$ cat src/rtl/pba_pkg.sv
`timescale 1ns / 1ps
package pba_pkg;

  localparam int MAX_PAGES_DEF = 1024;
  localparam int WORD_BITS     = 32;
  localparam int BIT_W         = 5;
  localparam int SHIFT_W       = 5;
  localparam int TOTAL_W       = 11;
  localparam int ADDR_W        = 32;
  localparam int BYTES_W       = 27;
  localparam int CFG_ADDR_W    = 4;
  localparam int CFG_DATA_W    = 32;

  localparam logic [SHIFT_W-1:0] SHIFT_MIN = 5'd10;
  localparam logic [SHIFT_W-1:0] SHIFT_MAX = 5'd16;
  localparam logic [TOTAL_W-1:0] FREE_MAX  = 11'h7FF;

  localparam logic [1:0] REG_PAGE_SHIFT   = 2'd0;
  localparam logic [1:0] REG_TOTAL_PAGES  = 2'd1;
  localparam logic [1:0] REG_KERNEL_START = 2'd2;
  localparam logic [1:0] REG_KERNEL_SIZE  = 2'd3;

  typedef enum logic [1:0] {
    CMD_INIT  = 2'd0,
    CMD_ALLOC = 2'd1,
    CMD_FREE  = 2'd2,
    CMD_NOP   = 2'd3
  } cmd_e;

  typedef enum logic [1:0] {
    STAT_OK      = 2'd0,
    STAT_OOM     = 2'd1,
    STAT_INVALID = 2'd2
  } status_e;

  // Effective configuration: shift and total are already saturated.
  typedef struct packed {
    logic [SHIFT_W-1:0] shift;
    logic [TOTAL_W-1:0] total;
    logic [ADDR_W-1:0]  kernel_start;
    logic [ADDR_W-1:0]  kernel_size;
  } cfg_t;

endpackage

$ cat src/rtl/pba_ifs.sv
`timescale 1ns / 1ps
interface pba_req_if import pba_pkg::*; ();
  logic              valid;
  logic              ready;
  logic [1:0]        command;
  logic [ADDR_W-1:0] address;

  modport source (output valid, output command, output address, input ready);
  modport sink   (input valid, input command, input address, output ready);
endinterface

interface pba_rsp_if import pba_pkg::*; ();
  logic               valid;
  logic               ready;
  logic [ADDR_W-1:0]  page_address;
  logic [1:0]         status;
  logic [BYTES_W-1:0] free_bytes;
  logic [BYTES_W-1:0] total_bytes;

  modport source (output valid, output page_address, output status, output free_bytes,
                  output total_bytes, input ready);
  modport sink   (input valid, input page_address, input status, input free_bytes,
                  input total_bytes, output ready);
endinterface

$ cat src/rtl/pba_cfg_regs.sv
`timescale 1ns / 1ps
module pba_cfg_regs import pba_pkg::*; #(
  parameter int MaxPages = MAX_PAGES_DEF
) (
  input  logic                  clk_i,
  input  logic                  rst_ni,
  input  logic                  psel,
  input  logic                  penable,
  input  logic                  pwrite,
  input  logic [CFG_ADDR_W-1:0] paddr,
  input  logic [CFG_DATA_W-1:0] pwdata,
  output logic [CFG_DATA_W-1:0] prdata,
  output logic                  pready,
  output cfg_t                  cfg_o
);

  logic [SHIFT_W-1:0] shift_q;
  logic [TOTAL_W-1:0] total_q;
  logic [ADDR_W-1:0]  kstart_q;
  logic [ADDR_W-1:0]  ksize_q;
  logic [1:0]         reg_idx;
  logic               wr_en;

  assign reg_idx = paddr[CFG_ADDR_W-1:2];
  assign wr_en   = psel && penable && pwrite;
  assign pready  = 1'b1;

  always_ff @(posedge clk_i or negedge rst_ni) begin
    if (!rst_ni) begin
      shift_q  <= 5'd12;
      total_q  <= 11'd1024;
      kstart_q <= 32'h0010_0000;
      ksize_q  <= 32'h0001_0000;
    end else if (wr_en) begin
      case (reg_idx)
        REG_PAGE_SHIFT:   shift_q  <= pwdata[SHIFT_W-1:0];
        REG_TOTAL_PAGES:  total_q  <= pwdata[TOTAL_W-1:0];
        REG_KERNEL_START: kstart_q <= pwdata;
        REG_KERNEL_SIZE:  ksize_q  <= pwdata;
        default: ;
      endcase
    end
  end

  always_comb begin
    case (reg_idx)
      REG_PAGE_SHIFT:   prdata = CFG_DATA_W'(shift_q);
      REG_TOTAL_PAGES:  prdata = CFG_DATA_W'(total_q);
      REG_KERNEL_START: prdata = kstart_q;
      REG_KERNEL_SIZE:  prdata = ksize_q;
      default:          prdata = '0;
    endcase
  end

  always_comb begin
    if (shift_q < SHIFT_MIN) begin
      cfg_o.shift = SHIFT_MIN;
    end else if (shift_q > SHIFT_MAX) begin
      cfg_o.shift = SHIFT_MAX;
    end else begin
      cfg_o.shift = shift_q;
    end
    if (32'(total_q) > 32'(MaxPages)) begin
      cfg_o.total = TOTAL_W'(MaxPages);
    end else begin
      cfg_o.total = total_q;
    end
    cfg_o.kernel_start = kstart_q;
    cfg_o.kernel_size  = ksize_q;
  end

endmodule

$ cat src/rtl/pba_map_ram.sv
`timescale 1ns / 1ps
module pba_map_ram import pba_pkg::*; #(
  parameter int Depth = MAX_PAGES_DEF / WORD_BITS,
  parameter int AddrW = $clog2(MAX_PAGES_DEF / WORD_BITS)
) (
  input  logic                 clk_i,
  input  logic                 we_i,
  input  logic [AddrW-1:0]     waddr_i,
  input  logic [WORD_BITS-1:0] wdata_i,
  input  logic [AddrW-1:0]     raddr_i,
  output logic [WORD_BITS-1:0] rdata_o
);

  logic [WORD_BITS-1:0] mem [Depth];
  logic [WORD_BITS-1:0] rdata_q;

  always_ff @(posedge clk_i) begin
    if (we_i) begin
      mem[waddr_i] <= wdata_i;
    end
    rdata_q <= mem[raddr_i];
  end

  assign rdata_o = rdata_q;

endmodule

$ cat src/rtl/pba_ctrl.sv
`timescale 1ns / 1ps
module pba_ctrl import pba_pkg::*; #(
  parameter  int MaxPages = MAX_PAGES_DEF,
  localparam int MapWords = (MaxPages + WORD_BITS - 1) / WORD_BITS,
  localparam int Aw       = (MapWords > 1) ? $clog2(MapWords) : 1
) (
  input  logic                 clk_i,
  input  logic                 rst_ni,
  input  cfg_t                 cfg_i,
  pba_req_if.sink              req,
  pba_rsp_if.source            rsp,
  output logic                 mem_we_o,
  output logic [Aw-1:0]        mem_waddr_o,
  output logic [WORD_BITS-1:0] mem_wdata_o,
  output logic [Aw-1:0]        mem_raddr_o,
  input  logic [WORD_BITS-1:0] mem_rdata_i
);

  localparam int Pw       = Aw + BIT_W;
  localparam int Cw       = (Aw + BIT_W + 1 > 12) ? Aw + BIT_W + 1 : 12;
  localparam logic [Aw-1:0] LastWord = Aw'(MapWords - 1);

  typedef enum logic [2:0] {
    S_CLEAR,
    S_IDLE,
    S_INIT_A,
    S_INIT_B,
    S_SWEEP,
    S_ALLOC,
    S_FREE,
    S_RESP
  } state_e;

  state_e             state_q, state_d;
  logic [Aw-1:0]      w_q, w_d;
  logic [BIT_W-1:0]   idx_q, idx_d;
  logic [TOTAL_W-1:0] free_q, free_d;
  logic [21:0]        kfirst_q, kfirst_d;
  logic [22:0]        kceil_q, kceil_d;
  logic [TOTAL_W-1:0] lo_q, lo_d;
  logic [TOTAL_W-1:0] hi_q, hi_d;
  logic [Pw-1:0]      res_page_q, res_page_d;
  status_e            res_stat_q, res_stat_d;
  logic               rsp_vld_q, rsp_vld_d;
  logic [ADDR_W-1:0]  rsp_page_q, rsp_page_d;
  status_e            rsp_stat_q, rsp_stat_d;
  logic [BYTES_W-1:0] rsp_free_q, rsp_free_d;
  logic [BYTES_W-1:0] rsp_total_q, rsp_total_d;

  cmd_e                 cmd;
  logic [ADDR_W-1:0]    free_page;
  logic                 free_oob;
  logic [Cw-1:0]        base;
  logic [Cw-1:0]        rem;
  logic [Cw-1:0]        last_w;
  logic                 is_last;
  logic [WORD_BITS-1:0] vmask;
  logic [WORD_BITS-1:0] cand;
  logic [WORD_BITS-1:0] pick;
  logic [BIT_W-1:0]     pick_idx;
  logic [32:0]          ksum;
  logic [23:0]          kend;
  logic [23:0]          tot24;
  logic [21:0]          klo;
  logic [5:0]           lo_off;
  logic [5:0]           hi_off;
  logic [WORD_BITS-1:0] sweep_mask;
  logic [TOTAL_W-1:0]   rng;
  logic                 page0_extra;
  logic [TOTAL_W-1:0]   init_free;

  assign cmd       = cmd_e'(req.command);
  assign free_page = req.address >> cfg_i.shift;
  assign free_oob  = free_page >= ADDR_W'(cfg_i.total);

  // Scan datapath: one map word per cycle, lowest clear page wins.
  always_comb begin
    base   = Cw'({w_q, {BIT_W{1'b0}}});
    rem    = Cw'(cfg_i.total) - base;
    last_w = Cw'((cfg_i.total - 11'd1) >> BIT_W);
    is_last = (Cw'(w_q) == last_w);
    if (rem >= Cw'(WORD_BITS)) begin
      vmask = '1;
    end else begin
      vmask = ~({WORD_BITS{1'b1}} << rem[BIT_W-1:0]);
    end
    // Page 0 is never handed out.
    if (w_q == '0) begin
      vmask[0] = 1'b0;
    end
    cand     = ~mem_rdata_i & vmask;
    pick     = cand & (~cand + 32'd1);
    pick_idx = '0;
    for (int b = 0; b < WORD_BITS; b++) begin
      if (pick[b]) begin
        pick_idx = pick_idx | BIT_W'(b);
      end
    end
  end

  // Init datapath: kernel range bounds, per-word reserve mask and the final count.
  always_comb begin
    ksum  = {1'b0, cfg_i.kernel_size} + ((33'd1 << cfg_i.shift) - 33'd1);
    kend  = 24'(kfirst_q) + 24'(kceil_q);
    tot24 = 24'(cfg_i.total);
    klo   = (kfirst_q != '0) ? kfirst_q - 22'd1 : '0;

    if (Cw'(lo_q) <= base) begin
      lo_off = 6'd0;
    end else if (Cw'(lo_q) >= base + Cw'(WORD_BITS)) begin
      lo_off = 6'(WORD_BITS);
    end else begin
      lo_off = 6'(Cw'(lo_q) - base);
    end
    if (Cw'(hi_q) <= base) begin
      hi_off = 6'd0;
    end else if (Cw'(hi_q) >= base + Cw'(WORD_BITS)) begin
      hi_off = 6'(WORD_BITS);
    end else begin
      hi_off = 6'(Cw'(hi_q) - base);
    end
    sweep_mask = ({WORD_BITS{1'b1}} << lo_off) & ~({WORD_BITS{1'b1}} << hi_off);
    if (w_q == '0 && cfg_i.total != '0) begin
      sweep_mask[0] = 1'b1;
    end

    rng         = (hi_q > lo_q) ? hi_q - lo_q : '0;
    page0_extra = (cfg_i.total != '0) && !(lo_q == '0 && hi_q != '0);
    init_free   = cfg_i.total - rng - TOTAL_W'(page0_extra);
  end

  always_comb begin
    state_d     = state_q;
    w_d         = w_q;
    idx_d       = idx_q;
    free_d      = free_q;
    kfirst_d    = kfirst_q;
    kceil_d     = kceil_q;
    lo_d        = lo_q;
    hi_d        = hi_q;
    res_page_d  = res_page_q;
    res_stat_d  = res_stat_q;
    rsp_vld_d   = rsp_vld_q && !rsp.ready;
    rsp_page_d  = rsp_page_q;
    rsp_stat_d  = rsp_stat_q;
    rsp_free_d  = rsp_free_q;
    rsp_total_d = rsp_total_q;
    mem_we_o    = 1'b0;
    mem_waddr_o = w_q;
    mem_wdata_o = '0;
    mem_raddr_o = '0;

    case (state_q)
      S_CLEAR: begin
        mem_we_o = 1'b1;
        if (w_q == LastWord) begin
          w_d     = '0;
          state_d = S_IDLE;
        end else begin
          w_d = w_q + Aw'(1);
        end
      end
      S_IDLE: begin
        if (cmd == CMD_FREE) begin
          mem_raddr_o = free_page[Aw+BIT_W-1:BIT_W];
        end
        if (req.valid) begin
          res_page_d = '0;
          res_stat_d = STAT_OK;
          w_d        = '0;
          case (cmd)
            CMD_INIT: state_d = S_INIT_A;
            CMD_ALLOC: begin
              if (cfg_i.total == '0) begin
                res_stat_d = STAT_OOM;
                state_d    = S_RESP;
              end else begin
                state_d = S_ALLOC;
              end
            end
            CMD_FREE: begin
              if (free_oob) begin
                res_stat_d = STAT_INVALID;
                state_d    = S_RESP;
              end else begin
                w_d     = free_page[Aw+BIT_W-1:BIT_W];
                idx_d   = free_page[BIT_W-1:0];
                state_d = S_FREE;
              end
            end
            default: state_d = S_RESP;
          endcase
        end
      end
      S_INIT_A: begin
        kfirst_d = 22'(cfg_i.kernel_start >> cfg_i.shift);
        kceil_d  = 23'(ksum >> cfg_i.shift);
        state_d  = S_INIT_B;
      end
      S_INIT_B: begin
        hi_d    = (kend < tot24) ? TOTAL_W'(kend) : cfg_i.total;
        lo_d    = (24'(klo) < tot24) ? TOTAL_W'(klo) : cfg_i.total;
        w_d     = '0;
        state_d = S_SWEEP;
      end
      S_SWEEP: begin
        mem_we_o    = 1'b1;
        mem_wdata_o = sweep_mask;
        if (w_q == LastWord) begin
          free_d  = init_free;
          state_d = S_RESP;
        end else begin
          w_d = w_q + Aw'(1);
        end
      end
      S_ALLOC: begin
        mem_raddr_o = w_q + Aw'(1);
        if (cand != '0) begin
          mem_we_o    = 1'b1;
          mem_wdata_o = mem_rdata_i | pick;
          if (free_q != '0) begin
            free_d = free_q - 11'd1;
          end
          res_page_d = {w_q, pick_idx};
          state_d    = S_RESP;
        end else if (is_last) begin
          res_stat_d = STAT_OOM;
          state_d    = S_RESP;
        end else begin
          w_d = w_q + Aw'(1);
        end
      end
      S_FREE: begin
        if (mem_rdata_i[idx_q]) begin
          mem_we_o    = 1'b1;
          mem_wdata_o = mem_rdata_i & ~(32'd1 << idx_q);
          if (free_q != FREE_MAX) begin
            free_d = free_q + 11'd1;
          end
        end else begin
          res_stat_d = STAT_INVALID;
        end
        state_d = S_RESP;
      end
      S_RESP: begin
        if (!rsp_vld_q || rsp.ready) begin
          rsp_vld_d   = 1'b1;
          rsp_page_d  = ADDR_W'(48'(res_page_q) << cfg_i.shift);
          rsp_stat_d  = res_stat_q;
          rsp_free_d  = BYTES_W'({16'd0, free_q} << cfg_i.shift);
          rsp_total_d = BYTES_W'({16'd0, cfg_i.total} << cfg_i.shift);
          state_d     = S_IDLE;
        end
      end
      default: state_d = S_IDLE;
    endcase
  end

  always_ff @(posedge clk_i or negedge rst_ni) begin
    if (!rst_ni) begin
      state_q     <= S_CLEAR;
      w_q         <= '0;
      idx_q       <= '0;
      free_q      <= '0;
      kfirst_q    <= '0;
      kceil_q     <= '0;
      lo_q        <= '0;
      hi_q        <= '0;
      res_page_q  <= '0;
      res_stat_q  <= STAT_OK;
      rsp_vld_q   <= 1'b0;
      rsp_page_q  <= '0;
      rsp_stat_q  <= STAT_OK;
      rsp_free_q  <= '0;
      rsp_total_q <= '0;
    end else begin
      state_q     <= state_d;
      w_q         <= w_d;
      idx_q       <= idx_d;
      free_q      <= free_d;
      kfirst_q    <= kfirst_d;
      kceil_q     <= kceil_d;
      lo_q        <= lo_d;
      hi_q        <= hi_d;
      res_page_q  <= res_page_d;
      res_stat_q  <= res_stat_d;
      rsp_vld_q   <= rsp_vld_d;
      rsp_page_q  <= rsp_page_d;
      rsp_stat_q  <= rsp_stat_d;
      rsp_free_q  <= rsp_free_d;
      rsp_total_q <= rsp_total_d;
    end
  end

  assign req.ready        = (state_q == S_IDLE);
  assign rsp.valid        = rsp_vld_q;
  assign rsp.page_address = rsp_page_q;
  assign rsp.status       = rsp_stat_q;
  assign rsp.free_bytes   = rsp_free_q;
  assign rsp.total_bytes  = rsp_total_q;

endmodule

$ cat src/rtl/page_bitmap_allocator_core.sv
`timescale 1ns / 1ps
// Sequence: allocate scans W map words from word 0 up, W from 1 to ceil(total/32), one
// word per cycle through the single map read port; free reads the page's map word, then
// responds; init computes the kernel range, then writes every map word, one per cycle.
// Throughput: one transaction in flight; the next is taken once the result is registered.
// Reset: asynchronous; a clearing pass then zeroes every map word before the first request
// is taken. Configuration writes are taken at any time.
module page_bitmap_allocator_core import pba_pkg::*; #(
  parameter int MAX_PAGES = MAX_PAGES_DEF
) (
  input  logic                  clk_i,
  input  logic                  rst_ni,
  pba_req_if.sink               req_i,
  pba_rsp_if.source             rsp_o,
  input  logic                  psel,
  input  logic                  penable,
  input  logic                  pwrite,
  input  logic [CFG_ADDR_W-1:0] paddr,
  input  logic [CFG_DATA_W-1:0] pwdata,
  output logic [CFG_DATA_W-1:0] prdata,
  output logic                  pready
);

  localparam int MapWords = (MAX_PAGES + WORD_BITS - 1) / WORD_BITS;
  localparam int MapAw    = (MapWords > 1) ? $clog2(MapWords) : 1;

  cfg_t                 cfg;
  logic                 mem_we;
  logic [MapAw-1:0]     mem_waddr;
  logic [WORD_BITS-1:0] mem_wdata;
  logic [MapAw-1:0]     mem_raddr;
  logic [WORD_BITS-1:0] mem_rdata;

  pba_cfg_regs #(
    .MaxPages (MAX_PAGES)
  ) u_cfg (
    .clk_i   (clk_i),
    .rst_ni  (rst_ni),
    .psel    (psel),
    .penable (penable),
    .pwrite  (pwrite),
    .paddr   (paddr),
    .pwdata  (pwdata),
    .prdata  (prdata),
    .pready  (pready),
    .cfg_o   (cfg)
  );

  pba_map_ram #(
    .Depth (MapWords),
    .AddrW (MapAw)
  ) u_map (
    .clk_i   (clk_i),
    .we_i    (mem_we),
    .waddr_i (mem_waddr),
    .wdata_i (mem_wdata),
    .raddr_i (mem_raddr),
    .rdata_o (mem_rdata)
  );

  pba_ctrl #(
    .MaxPages (MAX_PAGES)
  ) u_ctrl (
    .clk_i       (clk_i),
    .rst_ni      (rst_ni),
    .cfg_i       (cfg),
    .req         (req_i),
    .rsp         (rsp_o),
    .mem_we_o    (mem_we),
    .mem_waddr_o (mem_waddr),
    .mem_wdata_o (mem_wdata),
    .mem_raddr_o (mem_raddr),
    .mem_rdata_i (mem_rdata)
  );

endmodule

$ cat src/flat_wrapper.sv
// flat-port wrapper written by rule: the top's interface ports become plain ports
module page_bitmap_allocator_core_flat import pba_pkg::*;
#(
  parameter int MAX_PAGES = MAX_PAGES_DEF
)
  (clk_i, rst_ni, psel, penable, pwrite, paddr, pwdata, prdata, pready, req_i_valid, req_i_command, req_i_address, req_i_ready, rsp_o_valid, rsp_o_page_address, rsp_o_status, rsp_o_free_bytes, rsp_o_total_bytes, rsp_o_ready);
  pba_req_if req_i_i ();
  pba_rsp_if rsp_o_i ();
  input  logic clk_i;
  input  logic rst_ni;
  input  logic psel;
  input  logic penable;
  input  logic pwrite;
  input  logic [CFG_ADDR_W-1:0] paddr;
  input  logic [CFG_DATA_W-1:0] pwdata;
  output logic [CFG_DATA_W-1:0] prdata;
  output logic pready;
  input wire logic [$bits(req_i_i.valid)-1:0] req_i_valid;
  input wire logic [$bits(req_i_i.command)-1:0] req_i_command;
  input wire logic [$bits(req_i_i.address)-1:0] req_i_address;
  output wire logic [$bits(req_i_i.ready)-1:0] req_i_ready;
  output wire logic [$bits(rsp_o_i.valid)-1:0] rsp_o_valid;
  output wire logic [$bits(rsp_o_i.page_address)-1:0] rsp_o_page_address;
  output wire logic [$bits(rsp_o_i.status)-1:0] rsp_o_status;
  output wire logic [$bits(rsp_o_i.free_bytes)-1:0] rsp_o_free_bytes;
  output wire logic [$bits(rsp_o_i.total_bytes)-1:0] rsp_o_total_bytes;
  input wire logic [$bits(rsp_o_i.ready)-1:0] rsp_o_ready;
  assign req_i_i.valid = req_i_valid;
  assign req_i_i.command = req_i_command;
  assign req_i_i.address = req_i_address;
  assign req_i_ready = req_i_i.ready;
  assign rsp_o_valid = rsp_o_i.valid;
  assign rsp_o_page_address = rsp_o_i.page_address;
  assign rsp_o_status = rsp_o_i.status;
  assign rsp_o_free_bytes = rsp_o_i.free_bytes;
  assign rsp_o_total_bytes = rsp_o_i.total_bytes;
  assign rsp_o_i.ready = rsp_o_ready;
  page_bitmap_allocator_core #(.MAX_PAGES(MAX_PAGES)) u_core (.clk_i(clk_i), .rst_ni(rst_ni), .req_i(req_i_i), .rsp_o(rsp_o_i), .psel(psel), .penable(penable), .pwrite(pwrite), .paddr(paddr), .pwdata(pwdata), .prdata(prdata), .pready(pready));
endmodule
$ cat config.mk
export PLATFORM = sky130hd
export DESIGN_NAME = page_bitmap_allocator_core_flat
export DESIGN_NICKNAME = d
export VERILOG_FILES = /design/src/rtl/pba_pkg.sv /design/src/rtl/pba_ifs.sv /design/src/rtl/pba_cfg_regs.sv /design/src/rtl/pba_map_ram.sv /design/src/rtl/pba_ctrl.sv /design/src/rtl/page_bitmap_allocator_core.sv /design/src/flat_wrapper.sv
export SDC_FILE = /design/constraint.sdc
export NUM_CORES = 2
export LEC_CHECK = 0
export BUFFER_PORTS_ARGS = -buffer_cell sky130_fd_sc_hd__buf_2
export CORE_MARGIN = 1
export CORE_UTILIZATION = 42
export DETAILED_ROUTE_END_ITERATION = 10
export MAX_ROUTING_LAYER = met4
export SETUP_SLACK_MARGIN = 0.2
export SYNTH_ARGS = -nofsm -noshare
export SYNTH_HDL_FRONTEND = slang
export SYNTH_SLANG_ARGS = --single-unit
export TNS_END_PERCENT = 1
$ cat constraint.sdc
create_clock -name clk_i -period 20.1 [get_ports clk_i]
set_clock_uncertainty 0.1 [all_clocks]
set_input_delay 1.005 -clock clk_i [delete_from_list [all_inputs] [get_ports clk_i]]
set_output_delay 1.005 -clock clk_i [all_outputs]
set_load 0.005 [all_outputs]
* Yosys cells after proc, flatten, opt, wreduce, memory -nomap -nowiden *
Memory sizes are Yosys's and may differ from the RTL's. A register that Yosys moved wholly into a read port is not among the register bits.
Cells that the tools add are included.

word-level totals
  memory bits (writable) = 1,024
  bits in registers = 272
  memories = 1
  output and inout port bits = 123
  bits of input ports = 77

operators by class
  order comparisons = 13
  shift-type cells = 11
  bitwise gates (word level) = 10
  $add $sub $neg = 16
  reductions and logical operators = 37
  eq/ne operators = 35
  multiplexer cells = 177

memories
  memory            words  width  read ports  clocked after memory_dff  write ports  RTL line           RTL
  u_core.u_map.mem  32     32     1           1                         1            pba_map_ram.sv:14  logic [WORD_BITS-1:0] mem [Depth];

operators by type and width
  kind                                                 number
  two-way mux 32 bit                                   11
  two-way mux 5 bit                                    50
  two-way mux 11 bit                                   18
  inverter 32 bit                                      5
  bitwise AND 32 bit                                   4
  case mux 32 bit (4 select lines)                     1
  two-way mux 27 bit                                   4
  case mux 32 bit (3 select lines)                     1
  two-way mux 3 bit                                    25
  << shifter 32 x 6 -> 32 bit (first input constant)   2
  << shifter 11 x 5 -> 27 bit                          2
  two-way mux 2 bit                                    23
  two-way mux 10 bit                                   4
  two-way mux 6 bit                                    6
  adder 32 x 33 -> 33 bit                              1
  case mux 11 bit (3 select lines)                     1
  nonzero test 11 bit                                  3
  << shifter 1 x 5 -> 33 bit (first input constant)    1
  >> shifter 33 x 5 -> 23 bit                          1
  subtractor 33 x 1 -> 33 bit (second input constant)  1
  adder 32 x 1 -> 32 bit (second input constant)       1
  >= comparator 32 x 11 -> 1 bit                       1
  two-way mux 4 bit                                    8
  bitwise OR 32 bit                                    1
  other kinds (66)                                     124

* Depth between registers and ports, before layout *
  depth in word-level cells = 45
  depth in mapped cells = 25

* Hierarchy *
A second synthesis with hierarchy kept.

second synthesis, totals
  cell total of the unflattened synthesis = 5,811
  area, all modules = 69,180.1 um2

by module, submodules not included
  module        sequential area each (um2)  instances  cells an instance  area each (um2)
  pba_map_ram   31,390.1                    1          2,260              40,490.1
  pba_ctrl      4,804.6                     1          3,290              24,923.9
  pba_cfg_regs  2,008.2                     1          261                3,766.1

* Worst setup path before layout *
Ideal clock, no wire load.

  path type = register to register
  start point = reg u_core.u_cfg.total_q[10]
  end point = mem u_core.u_map.mem[0][25] (data pin)
  period minus slack after synthesis = 6.393 ns
  path slack = 13.707 ns
  cell stages (with the launch flop) = 20
  setup time = 0.454 ns
  arrival = 5.839 ns
  path buffers = 5
  cells stage by stage = dfstp_2 -> buf_2 -> clkbuf_1 -> inv_1 -> clkbuf_1 -> nand2_1 -> inv_1 -> ha_1 -> a21oi_1 -> nand2_1 -> or3_1 -> buf_2 -> a2111oi_1 -> o32ai_1 -> nor4_4 -> nand2_1 -> nor4_4 -> buf_4 -> a31oi_1 -> o21ai_0

on the way
  longest elaborated chain between the ends = 15
  elaborated cells on any way between the ends = 17
  those cells by class = 2 x add/sub; 2 x order compare; 1 x shift; 6 x mux; 5 x bitwise; 1 x reduce/logical

ends and longest elaborated chain
  item                                                                                   RTL line                          RTL
  start: declaration                                                                     pba_cfg_regs.sv:18                logic [TOTAL_W-1:0] total_q;
  start signal: assignment                                                               pba_cfg_regs.sv:37                REG_TOTAL_PAGES: total_q <= pwdata[TOTAL_W-1:0];
  > comparator 11 bit                                                                    pba_cfg_regs.sv:63                if (32'(total_q) > 32'(MaxPages)) begin
  two-way mux 11 bit (*)                                                                 pba_cfg_regs.sv:63
  subtractor 11 x 10 -> 12 bit (*)                                                       pba_ctrl.sv:79                    rem = Cw'(cfg_i.total) - base;
  parallel branches: the longest is 2 deep, another holds >= comparator 12 x 6 -> 1 bit  --
  two-way mux 32 bit (*)                                                                 pba_ctrl.sv:82                    if (rem >= Cw'(WORD_BITS)) begin
  two-way mux 1 bit                                                                      pba_ctrl.sv:88                    if (w_q == '0) begin
  bitwise AND 32 bit (*)                                                                 pba_ctrl.sv:91                    cand = ~mem_rdata_i & vmask;
  inverter 32 bit                                                                        pba_ctrl.sv:92                    pick = cand & (~cand + 32'd1);
  adder 32 x 1 -> 32 bit                                                                 pba_ctrl.sv:92
  bitwise AND 32 bit                                                                     pba_ctrl.sv:92
  bitwise OR 32 bit                                                                      pba_ctrl.sv:220                   mem_wdata_o = mem_rdata_i | pick;
  two-way mux 32 bit (*)                                                                 pba_ctrl.sv:218                   if (cand != '0) begin
  two-way mux 32 bit (*)                                                                 pba_ctrl.sv:153                   case (state_q)
  case mux 32 bit (3 select lines) (*)                                                   pba_ctrl.sv:153
  named net u_core.mem_wdata[25]                                                         page_bitmap_allocator_core.sv:30  logic [WORD_BITS-1:0] mem_wdata;
  end: declaration                                                                       pba_map_ram.sv:14

Mark *: on every way through the listed nets, which the timed path passes. The select of a mux whose other input is x is not followed.

* Final worst setup path *
  start point = reg u_core.u_cfg.total_q[10]
  end point = mem u_core.u_map.mem[15][5] (data pin)

The elaborated chain is that of the path after synthesis.

==> results.cfg <==
[yosys]
synth_cells = 5386
yosysUniqueCellTypes = 94
yosys.area_share.simple = 0.109
synth_top_area_share = 0.479
syn_avg_cell_area_um2 = 11.9
yosysWarningCount = 0
synthArstFlopShare = 0.205
synth_top_area_cell = edfxtp_1
synth_xor_area_frac = 0.00913
synth_compound_area_frac = 0.137
synth-edff-count = 1024
yosysSeqAreaShare = 0.595
synth_adder_area_share = 0.0392
synth_area_leaders = edfxtp_1, dfrtp_1, mux4_2
ys_ff_latch = 1328
synth_top_flop_cell = edfxtp_1
synth_top_family_by_area = compound AO/OA/AOI/OAI gates
synth_area_um2 = 64200
yosys-mux-area-fraction = 0.0801

[sta]
setup_ws_ns = 12.27
rsz0062_at_grt = false
tns_ns = 0
timing.max_slew.rel_slack = 0.120
fmax_mhz = 128
min_period_ns = 7.83
period_share = 0.390
finalSetupViolations = 0
finalHoldViolCount = 0
worst_pin_slew_ns = 1.32
drv_slew = 0

[pwr]
p_sw_frac = 0.409
power.density_nw_per_um2 = 165
combPwrFrac = 0.438
pwr-share-seq = 0.347
total_leakage_power_nw = 27.3
clockPowerShare = 0.215
vdd_ir_drop_max_mv = 0.130
p_switching_mw = 4.91
cell_internal_pwr_mw = 7.09

[critical_path]
r2r_end = u_core.u_map.mem[15][5]$_DFFE_PP_
r2r_start = u_core.u_cfg.total_q[10]$_DFFE_PN1P_
worst-setup-path-type = register to register
cp-start-kind = register
worstPathArrival_ns = 7.91
reg2regPathDepth = 18
cp-end-kind = register
worst-path-max-fanout = 32
critPathRequiredTime_ns = 20.18
rrSetupSlack_ns = 12.27

[global_route]
grt_pass1_vias = 43500
grt_overflow = 0
grt.total_usage = 0.257
antenna_found_initial = 5
grt_pass1_wl_um = 287000
grt_start_max_net_pins = 171

[placement]
gp_congestion = 0.952
port-buffer-count = 186
hpwlAfterDp_um = 124000
pre_cts_ws_ns = 12.35

[clocking]
clock-sinks = 1328
cts_made_buffers = 142
cts_tree = built
cts_setup_buffers = 0
postCtsHoldBufs = 0
root_buffer = clkbuf_16
clock_latency_ns = 0.81
cts_max_path_buffers = 3
cts_resized = 0
clk_transition_reported_paths_ns = 0.06
cts_max_level = 4

[hold_path]
hold_path.class = input pin to asynchronous set/reset pin

[routing]
drcViolationCount = 0
drt-pass1-iter-count = 6
routedWlPerCell_um = 25.2
dr_total_vias = 45200
drt-initial-drc-count = 4292
ant_nets = 0
wirelength_um = 194000
drt-vias-per-instance = 5.88

[layout]
syn2layout_area_growth_pct = 13.1
nets = 5828
layout-drive-gt1-share = 0.149

[floorplan]
initial_core_util = 0.423
die_y_um = 393
coreArea_um2 = 152000
die_w_um = 393
die_area_um2 = 155000
num_rows = 143
pin_count = 200

[flow_run]
cap_violations = 0

[run_status]
status = finished clean
cell type report:
| cell class | instances | area [um2] |
|---|---|---|
| Fill cell | 13500 | 79300 |
| Sequential cell | 1328 | 38200 |
| Multi-Input combinational cell | 3565 | 24600 |
| Clock buffer | 177 | 3750 |
| Tap cell | 2030 | 2540 |
| Timing Repair Buffer | 316 | 1960 |
| Clock inverter | 78 | 850 |
| Inverter | 201 | 754 |
| Antenna cell | 1 | 2.50 |
cell usage in the layout (no fill, tap or decap), types with 16 or more instances in the layout:
cell / n
conb_1: 26
nand2_1: 856
clkinv_2: 24
o211ai_1: 51
a22o_1: 18
inv_1: 200
and3_1: 29
o21a_1: 31
dfxtp_1: 32
a21oi_1: 491
nand2b_1: 26
nand3_1: 75
nand4_1: 51
o311a_1: 31
o21ai_0: 256
clkbuf_1: 28
nor4_1: 16
mux2_2: 63
a21o_1: 52
a211oi_1: 27
or3_1: 19
ha_1: 190
clkbuf_16: 142
nor2_1: 225
mux4_2: 149
a311oi_1: 17
and2_1: 49
buf_2: 185
a22oi_1: 174
nor2b_1: 46
dfrtp_1: 266
nor2_4: 35
mux2i_1: 106
xnor2_1: 47
clkinv_1: 26
nor3_1: 63
a31oi_1: 53
edfxtp_1: 1024
buf_4: 126
xor2_1: 20
worst max path at each step:
stage,from,cells past startpoint,to,slack (ns)
after floorplan,u_core.u_cfg.total_q[10]$_DFFE_PN1P_,19,u_core.u_map.mem[0][25]$_DFFE_PP_,13.71
after global placement,u_core.u_cfg.total_q[10]$_DFFE_PN1P_,18,u_core.u_map.mem[12][5]$_DFFE_PP_,12.45
after detailed placement,u_core.u_cfg.total_q[10]$_DFFE_PN1P_,18,u_core.u_map.mem[20][5]$_DFFE_PP_,12.35
final,u_core.u_cfg.total_q[10]$_DFFE_PN1P_,18,u_core.u_map.mem[15][5]$_DFFE_PP_,12.27
after CTS,u_core.u_cfg.total_q[10]$_DFFE_PN1P_,18,u_core.u_map.mem[7][5]$_DFFE_PP_,12.35
after global routing,u_core.u_cfg.total_q[10]$_DFFE_PN1P_,18,u_core.u_map.mem[7][5]$_DFFE_PP_,11.80
power by group through the flow:
stage / Sequential, mW / Combinational [mW] / Clock [mW]
2_1_floorplan: 4.02 / 3.56 / 0
3_3_place_gp: 4.20 / 5.15 / 0
3_5_place_dp: 4.21 / 5.20 / 0
4_1_cts: 4.16 / 5.23 / 2.63
5_1_grt: 4.20 / 5.78 / 2.73
6_report: 4.17 / 5.25 / 2.58
worst max-delay path, stage by stage (launching register included):
cell,delay (ns)
dfstp_2,0.55
buf_4,0.37
nor2b_1,0.19
inv_1,0.43
ha_1,0.27
inv_1,0.06
fa_1,0.43
nand3_1,0.10
nand2_1,0.08
or3_1,0.52
a2111oi_4,0.66
a21oi_1,0.26
nor4_4,0.63
nand3_2,0.21
nor4_4,0.66
nor2_2,0.22
buf_4,0.32
o21ai_0,0.24
nand3_1,0.84
synth_stat cells, types with 50 or more instances:
| cell type | count |
|---|---|
| edfxtp_1 | 1024 |
| nand2_1 | 859 |
| a21oi_1 | 493 |
| dfrtp_1 | 267 |
| nor2_1 | 262 |
| o21ai_0 | 261 |
| clkbuf_1 | 238 |
| inv_1 | 200 |
| ha_1 | 190 |
| a22oi_1 | 174 |
| mux4_2 | 149 |
| mux2i_1 | 107 |
| nand3_1 | 76 |
| nor3_1 | 67 |
| mux2_2 | 63 |
| a21o_1 | 53 |
| a31oi_1 | 53 |
| nand4_1 | 51 |
| o211ai_1 | 51 |
| and2_1 | 50 |
per-layer routing:
layer | vias to the layer above | share of wire | global-route usage
li1 | 20500 | - | -
met1 | 22600 | 0.42 | 0.332
met2 | 1674 | 0.48 | 0.415
met3 | 369 | 0.063 | 0.0380
met4 | 0 | 0.036 | 0.0876
met5 | - | 0 | -
flip-flops by register name, summed over array words and instances, names as in the netlist, 10 cells and up:
| name | flops |
|---|---|
| u_core.u_cfg.ksize_q | 32 |
| u_core.u_cfg.kstart_q | 32 |
| u_core.u_cfg.total_q | 11 |
| u_core.u_ctrl.free_q | 11 |
| u_core.u_ctrl.hi_q | 11 |
| u_core.u_ctrl.kceil_q | 23 |
| u_core.u_ctrl.kfirst_q | 22 |
| u_core.u_ctrl.lo_q | 11 |
| u_core.u_ctrl.res_page_q | 10 |
| u_core.u_ctrl.rsp.free_bytes | 27 |
| u_core.u_ctrl.rsp.page_address | 32 |
| u_core.u_ctrl.rsp.total_bytes | 27 |
| u_core.u_map.mem | 1024 |
| u_core.u_map.rdata_o | 32 |
logic make-up after synthesis:
logic type               after synthesis
AO/OA/AOI/OAI                       1387
XOR/XNOR                              67
adder cells (fa/ha/maj)              197
buffers and inverters                518
flip-flops                          1328
multiplexers                         320
other                                  1
AND/OR/NAND/NOR                     1568
through the flow:
step / std cells / hold WS, ns / total power, mW / util / cell area, um2
final: 7696 / 0.138 / 12.0 / 0.478 / 72700
after global routing: 7696 / 0.170 / 12.7 / 0.478 / 72700
after CTS: 7694 / 0.138 / 12.0 / 0.478 / 72600
after detailed placement: 7439 / 0.351 / 9.41 / 0.448 / 68000
after global placement: 7439 / 0.351 / 9.35 / 0.448 / 68000
after floorplan: 5411 / 0.335 / 7.58 / - / 64300
No activity file was read; power rests on OpenSTA's default activity.
